--- src/sv/spq_pkg.sv ---
// Shared types and codes for the stable priority queue.
// No dependencies.
package spq_pkg;

	localparam int CAPACITY_DEF = 64;
	localparam int NUM_PRIO = 10;
	localparam int PW = 4;

	localparam logic [PW-1:0] PRIO_MIN = 4'd1;
	localparam logic [PW-1:0] PRIO_MAX = 4'd10;

	typedef enum logic [1:0] {
		MODE_INSERT = 2'd0,
		MODE_REMOVE = 2'd1,
		MODE_PEEK   = 2'd2,
		MODE_NONE   = 2'd3
	} mode_t;

	typedef enum logic [1:0] {
		ST_OK      = 2'd0,
		ST_EMPTY   = 2'd1,
		ST_FULL    = 2'd2,
		ST_BADPRIO = 2'd3
	} status_t;

	typedef enum logic [1:0] {
		S_IDLE,
		S_INS_FREE,
		S_INS_WR,
		S_RD
	} state_t;

endpackage

--- src/sv/stable_priority_queue_top.sv ---
// Top level of the stable priority queue: per-priority linked lists in memory.
// Depends on spq_pkg.
//
// Usage: a request on the in channel (mode, value, priority_req) gives one
// result on the out channel (status, head_value, occupancy).
// Entries live in a value memory and a link memory; each of the ten
// priorities keeps head and tail pointers, and freed slots form a free list
// threaded through the link memory. Unused slots are handed out by a fill
// count, so no clearing pass is needed after reset.
// Path from request to result register: refused, empty or unused-mode
// requests load the result register directly; peek and remove pass through
// S_RD, inserts from never-used slots through S_INS_WR, and inserts that
// reuse a freed slot through S_INS_FREE (one link memory read) and S_INS_WR.
// One request is in work at a time; a new one is taken once it is through.
// Reset clears the queue to empty and drops any pending result.
// While out_stall holds a result, in_stall stays high and no request is
// taken until the result leaves.
module stable_priority_queue_top
	import spq_pkg::*;
#(
	parameter int CAPACITY = CAPACITY_DEF
) (
	input  logic               clk,
	input  logic               arst_n,
	input  logic               in_valid,
	output logic               in_stall,
	input  logic [1:0]         mode,
	input  logic signed [31:0] value,
	input  logic [3:0]         priority_req,
	output logic               out_valid,
	input  logic               out_stall,
	output logic [1:0]         status,
	output logic signed [31:0] head_value,
	output logic [6:0]         occupancy
);

	localparam int IW = (CAPACITY > 1) ? $clog2(CAPACITY) : 1;
	localparam int CW = $clog2(CAPACITY + 1);
	localparam int XW = $clog2(NUM_PRIO);

	logic [31:0]   val_mem [CAPACITY];
	logic [IW-1:0] nxt_mem [CAPACITY];
	logic [31:0]   val_rd;
	logic [IW-1:0] nxt_rd;

	logic [IW-1:0] head_q [NUM_PRIO];
	logic [IW-1:0] tail_q [NUM_PRIO];
	logic [NUM_PRIO-1:0] nonempty_q;

	logic [CW-1:0] count_q, alloc_q, freecnt_q;
	logic [IW-1:0] free_head_q;

	state_t state_q, state_d;
	logic [1:0]    mode_q;
	logic [31:0]   value_q;
	logic [XW-1:0] idx_q;
	logic [IW-1:0] slot_q;

	logic          out_valid_q;
	logic [1:0]    status_q;
	logic [31:0]   head_out_q;
	logic [6:0]    occ_q;

	logic          accept;
	logic          prio_ok;
	logic          res_now;
	logic [XW-1:0] low_idx;
	logic [XW-1:0] ins_idx;
	logic          rd_en;
	logic [IW-1:0] rd_addr;

	assign in_stall   = (state_q != S_IDLE) || (out_valid_q && out_stall);
	assign accept     = in_valid && !in_stall;
	assign prio_ok    = (priority_req >= PRIO_MIN) && (priority_req <= PRIO_MAX);
	assign ins_idx    = XW'(priority_req - PRIO_MIN);
	assign res_now    = (state_q == S_INS_WR) || (state_q == S_RD) ||
		(accept && ((mode == MODE_INSERT) ? (!prio_ok || count_q == CW'(CAPACITY)) :
		(mode == MODE_NONE || count_q == '0)));
	assign out_valid  = out_valid_q;
	assign status     = status_q;
	assign head_value = head_out_q;
	assign occupancy  = occ_q;

	always_comb begin
		low_idx = '0;
		for (int i = NUM_PRIO - 1; i >= 0; i--) begin
			if (nonempty_q[i]) low_idx = XW'(i);
		end
	end

	always_comb begin
		rd_en   = 1'b0;
		rd_addr = head_q[low_idx];
		if (accept) begin
			unique case (mode_t'(mode))
				MODE_INSERT: begin
					rd_addr = free_head_q;
					rd_en = prio_ok && (count_q != CW'(CAPACITY)) && (freecnt_q != '0);
				end
				MODE_REMOVE, MODE_PEEK: rd_en = (count_q != '0);
				default: rd_en = 1'b0;
			endcase
		end
	end

	always_comb begin
		state_d = state_q;
		unique case (state_q)
			S_IDLE: begin
				if (accept) begin
					unique case (mode_t'(mode))
						MODE_INSERT: begin
							if (prio_ok && (count_q != CW'(CAPACITY)))
								state_d = (freecnt_q != '0) ? S_INS_FREE : S_INS_WR;
						end
						MODE_REMOVE, MODE_PEEK: if (count_q != '0) state_d = S_RD;
						default: state_d = S_IDLE;
					endcase
				end
			end
			S_INS_FREE: state_d = S_INS_WR;
			S_INS_WR:   state_d = S_IDLE;
			S_RD:       state_d = S_IDLE;
			default:    state_d = S_IDLE;
		endcase
	end

	always_ff @(posedge clk) begin
		if (rd_en) begin
			val_rd <= val_mem[rd_addr];
			nxt_rd <= nxt_mem[rd_addr];
		end
		if (state_q == S_INS_WR) begin
			val_mem[slot_q] <= value_q;
			if (nonempty_q[idx_q]) nxt_mem[tail_q[idx_q]] <= slot_q;
		end
		if (state_q == S_RD && mode_q == MODE_REMOVE) nxt_mem[slot_q] <= free_head_q;
	end

	always_ff @(posedge clk) begin
		if (accept) begin
			mode_q  <= mode;
			value_q <= value;
			if (mode == MODE_INSERT) begin
				idx_q  <= ins_idx;
				slot_q <= (freecnt_q != '0) ? free_head_q : IW'(alloc_q);
			end else begin
				idx_q  <= low_idx;
				slot_q <= head_q[low_idx];
			end
		end
		if (state_q == S_INS_WR) begin
			tail_q[idx_q] <= slot_q;
			if (!nonempty_q[idx_q]) head_q[idx_q] <= slot_q;
		end
		if (state_q == S_RD && mode_q == MODE_REMOVE && head_q[idx_q] != tail_q[idx_q])
			head_q[idx_q] <= nxt_rd;
	end

	always_ff @(posedge clk or negedge arst_n) begin
		if (!arst_n) begin
			state_q     <= S_IDLE;
			nonempty_q  <= '0;
			count_q     <= '0;
			alloc_q     <= '0;
			freecnt_q   <= '0;
			free_head_q <= '0;
			out_valid_q <= 1'b0;
			status_q    <= ST_OK;
			head_out_q  <= '0;
			occ_q       <= '0;
		end else begin
			state_q     <= state_d;
			out_valid_q <= res_now || (out_valid_q && out_stall);
			if (accept) begin
				if (mode == MODE_INSERT) begin
					if (!prio_ok) begin
						status_q    <= ST_BADPRIO;
						head_out_q  <= '0;
						occ_q       <= 7'(count_q);
					end else if (count_q == CW'(CAPACITY)) begin
						status_q    <= ST_FULL;
						head_out_q  <= '0;
						occ_q       <= 7'(count_q);
					end else if (freecnt_q == '0) begin
						alloc_q <= alloc_q + 1'b1;
					end
				end else if (mode == MODE_NONE || count_q == '0) begin
					status_q    <= (mode == MODE_NONE) ? ST_OK : ST_EMPTY;
					head_out_q  <= '0;
					occ_q       <= 7'(count_q);
				end
			end
			unique case (state_q)
				S_INS_FREE: begin
					free_head_q <= nxt_rd;
					freecnt_q   <= freecnt_q - 1'b1;
				end
				S_INS_WR: begin
					nonempty_q[idx_q] <= 1'b1;
					count_q     <= count_q + 1'b1;
					status_q    <= ST_OK;
					head_out_q  <= '0;
					occ_q       <= 7'(count_q + 1'b1);
				end
				S_RD: begin
					status_q    <= ST_OK;
					head_out_q  <= val_rd;
					if (mode_q == MODE_REMOVE) begin
						if (head_q[idx_q] == tail_q[idx_q]) nonempty_q[idx_q] <= 1'b0;
						free_head_q <= slot_q;
						freecnt_q   <= freecnt_q + 1'b1;
						count_q     <= count_q - 1'b1;
						occ_q       <= 7'(count_q - 1'b1);
					end else begin
						occ_q       <= 7'(count_q);
					end
				end
				default: ;
			endcase
		end
	end

	a_count_bound: assert property (@(posedge clk) disable iff (!arst_n)
		count_q <= CW'(CAPACITY)) else $error("occupancy above capacity");
	a_slot_balance: assert property (@(posedge clk) disable iff (!arst_n)
		(state_q == S_IDLE) |-> (alloc_q == count_q + freecnt_q))
		else $error("slot accounting broken");
	a_busy_stall: assert property (@(posedge clk) disable iff (!arst_n)
		(state_q != S_IDLE) |-> in_stall) else $error("request taken while busy");
	a_one_result: assert property (@(posedge clk) disable iff (!arst_n)
		(state_q == S_INS_WR || state_q == S_RD) |-> !out_valid_q || !out_stall)
		else $error("result would overwrite a held result");

endmodule
--- config.mk ---
export PLATFORM = sky130hd
export DESIGN_NAME = stable_priority_queue_top
export DESIGN_NICKNAME = d
export VERILOG_FILES = /design/src/sv/spq_pkg.sv /design/src/sv/stable_priority_queue_top.sv
export SDC_FILE = /design/constraint.sdc
export NUM_CORES = 2
export LEC_CHECK = 0
export ABC_CLOCK_PERIOD_IN_PS = 5600
export BUFFER_PORTS_ARGS = -buffer_cell sky130_fd_sc_hd__buf_4
export CAP_MARGIN = 20
export CORE_MARGIN = 1.5
export CORE_UTILIZATION = 55
export DETAILED_ROUTE_END_ITERATION = 16
export PLACE_DENSITY = 0.71
export SLEW_MARGIN = 20
export SYNTH_ARGS = -nofsm -noshare
export SYNTH_HDL_FRONTEND = slang
export SYNTH_SLANG_ARGS = --single-unit
--- constraint.sdc ---
create_clock -name clk -period 5.6 [get_ports clk]
set_input_delay 0.28 -clock clk [delete_from_list [all_inputs] [get_ports clk]]
set_output_delay 0.28 -clock clk [all_outputs]
set_load 0.02 [all_outputs]
==> impl_metrics.py <==
metrics = {
    "outcome": {
        "status": "finished, final reports clean",
    },
    "cts": {
        "clockRootBuffer": "clkbuf_16",
        "cts_tree": "done",
        "clkTransAtPathRegs_ns": 0.06,
        "cts.sinks": 2718,
        "clock_path_buffers": 4,
        "cts-htree-levels": 5,
        "numCtsBuffers": 282,
        "cts_resized": 0,
        "worstSkewPairLatency_ns": 0.95,
    },
    "run": {
        "drv_cap": 0,
    },
    "sta": {
        "setup_violations": 0,
        "max_freq_mhz": 193,
        "max_slew_margin_pct": 23.0,
        "rsz0062_at_grt": "no",
        "skew_ns": 0.0720,
        "period_needed_ns": 5.18,
        "maxSlewViolCount": 0,
        "min_period_over_period_pct": 92.5,
        "tightest_slew_ns": 1.15,
        "fin_setup_tns_ns": 0,
        "finalHoldViolCount": 0,
    },
    "detailed_routing": {
        "dr.pass1.iters": 6,
        "wl_met3_um": 30800,
        "routed.top_layer": "met5",
        "drt-total-wl_um": 307000,
        "drtIter0Drc": 9458,
        "wirelength_met1_um": 114000,
        "wl_met2_um": 145000,
        "drc_errors": 0,
        "viasPerCell": 6.54,
        "routedWlPerCell_um": 29.4,
        "num_vias": 68432,
        "postRouteAntennaNets": 0,
    },
    "floorplan": {
        "rows": 163,
        "ios": 85,
        "fp.coreArea_um2": 197000,
        "fp.dieH_um": 448,
        "start_util_pct": 55.2,
        "dieWidth_um": 448,
        "dieArea_um2": 201000,
    },
    "yosys": {
        "ys.flop_type": "edfxtp_1",
        "synth_area_um2": 109000,
        "ys_warn_count": 0,
        "yosysUniqueCellTypes": 86,
        "ys_seq_area_share_pct": 74.6,
        "syn_nets": 7386,
        "synth_edf_count": 2634,
        "ys_async_sr_fraction_pct": 2.94,
        "synth.avg_cell_area_um2": 14.8,
        "synth_seq_cells": 2718,
        "synthCells": 7329,
    },
    "layout": {
        "area_delta_synth_final_pct": 13.8,
        "nNetsFinal": 7672,
        "drive_gt1_share_pct": 13.2,
    },
    "grt": {
        "antenna_found_initial": 7,
        "grt_remaining_overflow": 0,
        "grt_max_degree": 119,
        "grt_pass1_wl_um": 445000,
        "track_usage_pct": 30.4,
        "grt_pass1_vias": 66205,
    },
    "critical_path": {
        "cp.required_ns": 6.27,
        "critPathMaxFanout": 28,
        "critPathLaunchType": "register",
        "cp.arrival_ns": 5.85,
        "cp-end-kind": "register",
        "critPathKind": "reg -> reg",
    },
    "placed_design": {
        "globalplace.congestion": 0.968,
        "portBuffers": 84,
        "hpwl_um": 183000,
    },
    "worst_hold_path": {
        "worstHoldPathType": "in -> reg",
    },
}
## synth_stat cells (all sizes together), types with 15 or more instances
library cell  instances  share of area (%)
a221oi               30               0.26
nand3               406                1.9
a22oi                40               0.28
nor4b                51               0.41
nand4                87               0.50
and3                 18               0.10
o21ai               192               0.89
nor3                 19               0.11
or4                  15               0.10
mux2                 25               0.26
a211oi              233                1.6
a32oi                79               0.64
mux4                 56                1.2
o22ai                20               0.11
buf                 279                1.3
clkbuf              244               0.84
or3                  25               0.15
nor2                236               0.83
o2111ai              17               0.14
a31oi                59               0.34
a21oi                70               0.34
a311oi              224                1.8
o31a                162                1.3
mux2i               339                3.1
a22o                 42               0.34
edfxtp             2634                 73
dfrtp                80                1.8
nor2b                24               0.14
nand2              1398                4.8
inv                  23              0.079
xnor2                20               0.16
o211ai               32               0.23
## layer usage
metal	vias up	global-route usage (%)
li1	29081	-
met2	4216	48.1
met3	798	5.51
met1	34335	40.4
met4	2	15.6
met5	-	0
## cell families (layout without fill, tap and decap cells)
family,Yosys count,after routing,synth area share [%]
AO/OA/AOI/OAI,1271,1271,8.84
XOR/XNOR,26,26,0.209
adder cells (fa/ha/maj),15,15,0.179
buffers and inverters,547,1028,2.27
flip-flops,2718,2718,74.6
multiplexers,420,420,4.54
other,0,10,0
AND/OR/NAND/NOR,2332,2332,9.38
## stage by stage
stage | setup slack (ns) | instance area [um2] | hold slack, ns | util [%] | instances
4_1_cts | 0.539 | 124000 | 0.0109 | 62.8 | 10447
5_1_grt | 0.366 | 124000 | 0.0345 | 62.9 | 10459
6_report | 0.420 | 124000 | 0.0497 | 62.9 | 10460
3_3_place_gp | 0.334 | 115000 | 0.235 | 58.3 | 9923
3_5_place_dp | 0.527 | 115000 | 0.238 | 58.3 | 9924
2_1_floorplan | 0.840 | 109000 | -0.0156 | - | 7329
## flip-flops by register name, summed over array words and instances (netlist names), named ones only
signal / count
alloc_q: 6
val_rd: 32
free_head_q: 6
state_q: 2
mode_q: 2
count_q: 7
freecnt_q: 7
head_q: 60
slot_q: 6
occupancy: 7
head_value: 32
nxt_mem: 384
val_mem: 2048
idx_q: 4
tail_q: 60
status: 2
out_valid: 1
nxt_rd: 6
value_q: 32
## layout by cell type (no fill, tap or decap), types with 20 or more instances in the layout
| master | instances |
|---|---|
| a211oi_1 | 232 |
| a21oi_1 | 64 |
| a221oi_1 | 28 |
| a22o_1 | 42 |
| a22oi_1 | 40 |
| a311oi_1 | 224 |
| a31oi_1 | 59 |
| a32oi_1 | 79 |
| buf_12 | 70 |
| buf_4 | 409 |
| clkbuf_1 | 68 |
| clkbuf_16 | 287 |
| clkinv_1 | 65 |
| clkinv_2 | 28 |
| dfrtp_1 | 80 |
| dlygate4sd3_1 | 43 |
| edfxtp_1 | 2634 |
| inv_1 | 22 |
| mux2_2 | 23 |
| mux2i_1 | 339 |
| mux4_2 | 56 |
| nand2_1 | 1398 |
| nand3_1 | 405 |
| nand4_1 | 87 |
| nor2_1 | 169 |
| nor2_4 | 66 |
| nor2b_1 | 23 |
| nor4b_1 | 51 |
| o211ai_1 | 31 |
| o21ai_0 | 188 |
| o22ai_1 | 20 |
| o31a_1 | 162 |
| or3_1 | 23 |
| xnor2_1 | 20 |
## path summary, 6_finish.rpt
check / from / to / slack, ns / depth (start not counted)
setup reg to reg: register / val_rd[15] / 0.42 / 14
max in group asynchronous: arst_n / head_value[0] / 4.24 / 4
setup / recovery: register / val_rd[15] / 0.42 / 14
min in group asynchronous: arst_n / async pin / 0.51 / 4
hold / removal: value[29] / value_q[29] / 0.05 / 2
hold reg to reg: val_rd[3] / head_value[3] / 0.48 / 1
## worst max-delay path, cell delays in order (launching register included)
cell and delay, ns:
dfrtp_1 0.48, nor2_1 0.11, a221oi_4 0.42, o21a_2 0.30, mux4_2 0.55, o211ai_2 0.33
o21a_4 0.65, buf_12 0.31, buf_12 0.20, buf_4 0.22, mux2i_1 0.25, a32oi_1 0.09
nand4_1 0.17, o21ai_0 0.36, or3_1 0.43
## repair_timing
| action | CTS | global route |
|---|---|---|
| endpoints found under the hold margin | 108 | 0 |
| hold buffers | 44 | 0 |
| buffers inserted | 0 | 0 |
## area by class of cell
| cell class | count | area (um2) |
|---|---|---|
| Antenna cell | 10 | 25.0 |
| Clock buffer | 357 | 7460 |
| Clock inverter | 122 | 973 |
| Fill cell | 13991 | 73200 |
| Inverter | 24 | 90.1 |
| Multi-Input combinational cell | 4064 | 25800 |
| Sequential cell | 2718 | 81200 |
| Tap cell | 2640 | 3300 |
| Timing Repair Buffer | 525 | 4970 |
Power is not shown: default switching activity piles up to over one toggle a cycle in this logic, so the estimate is an artifact.
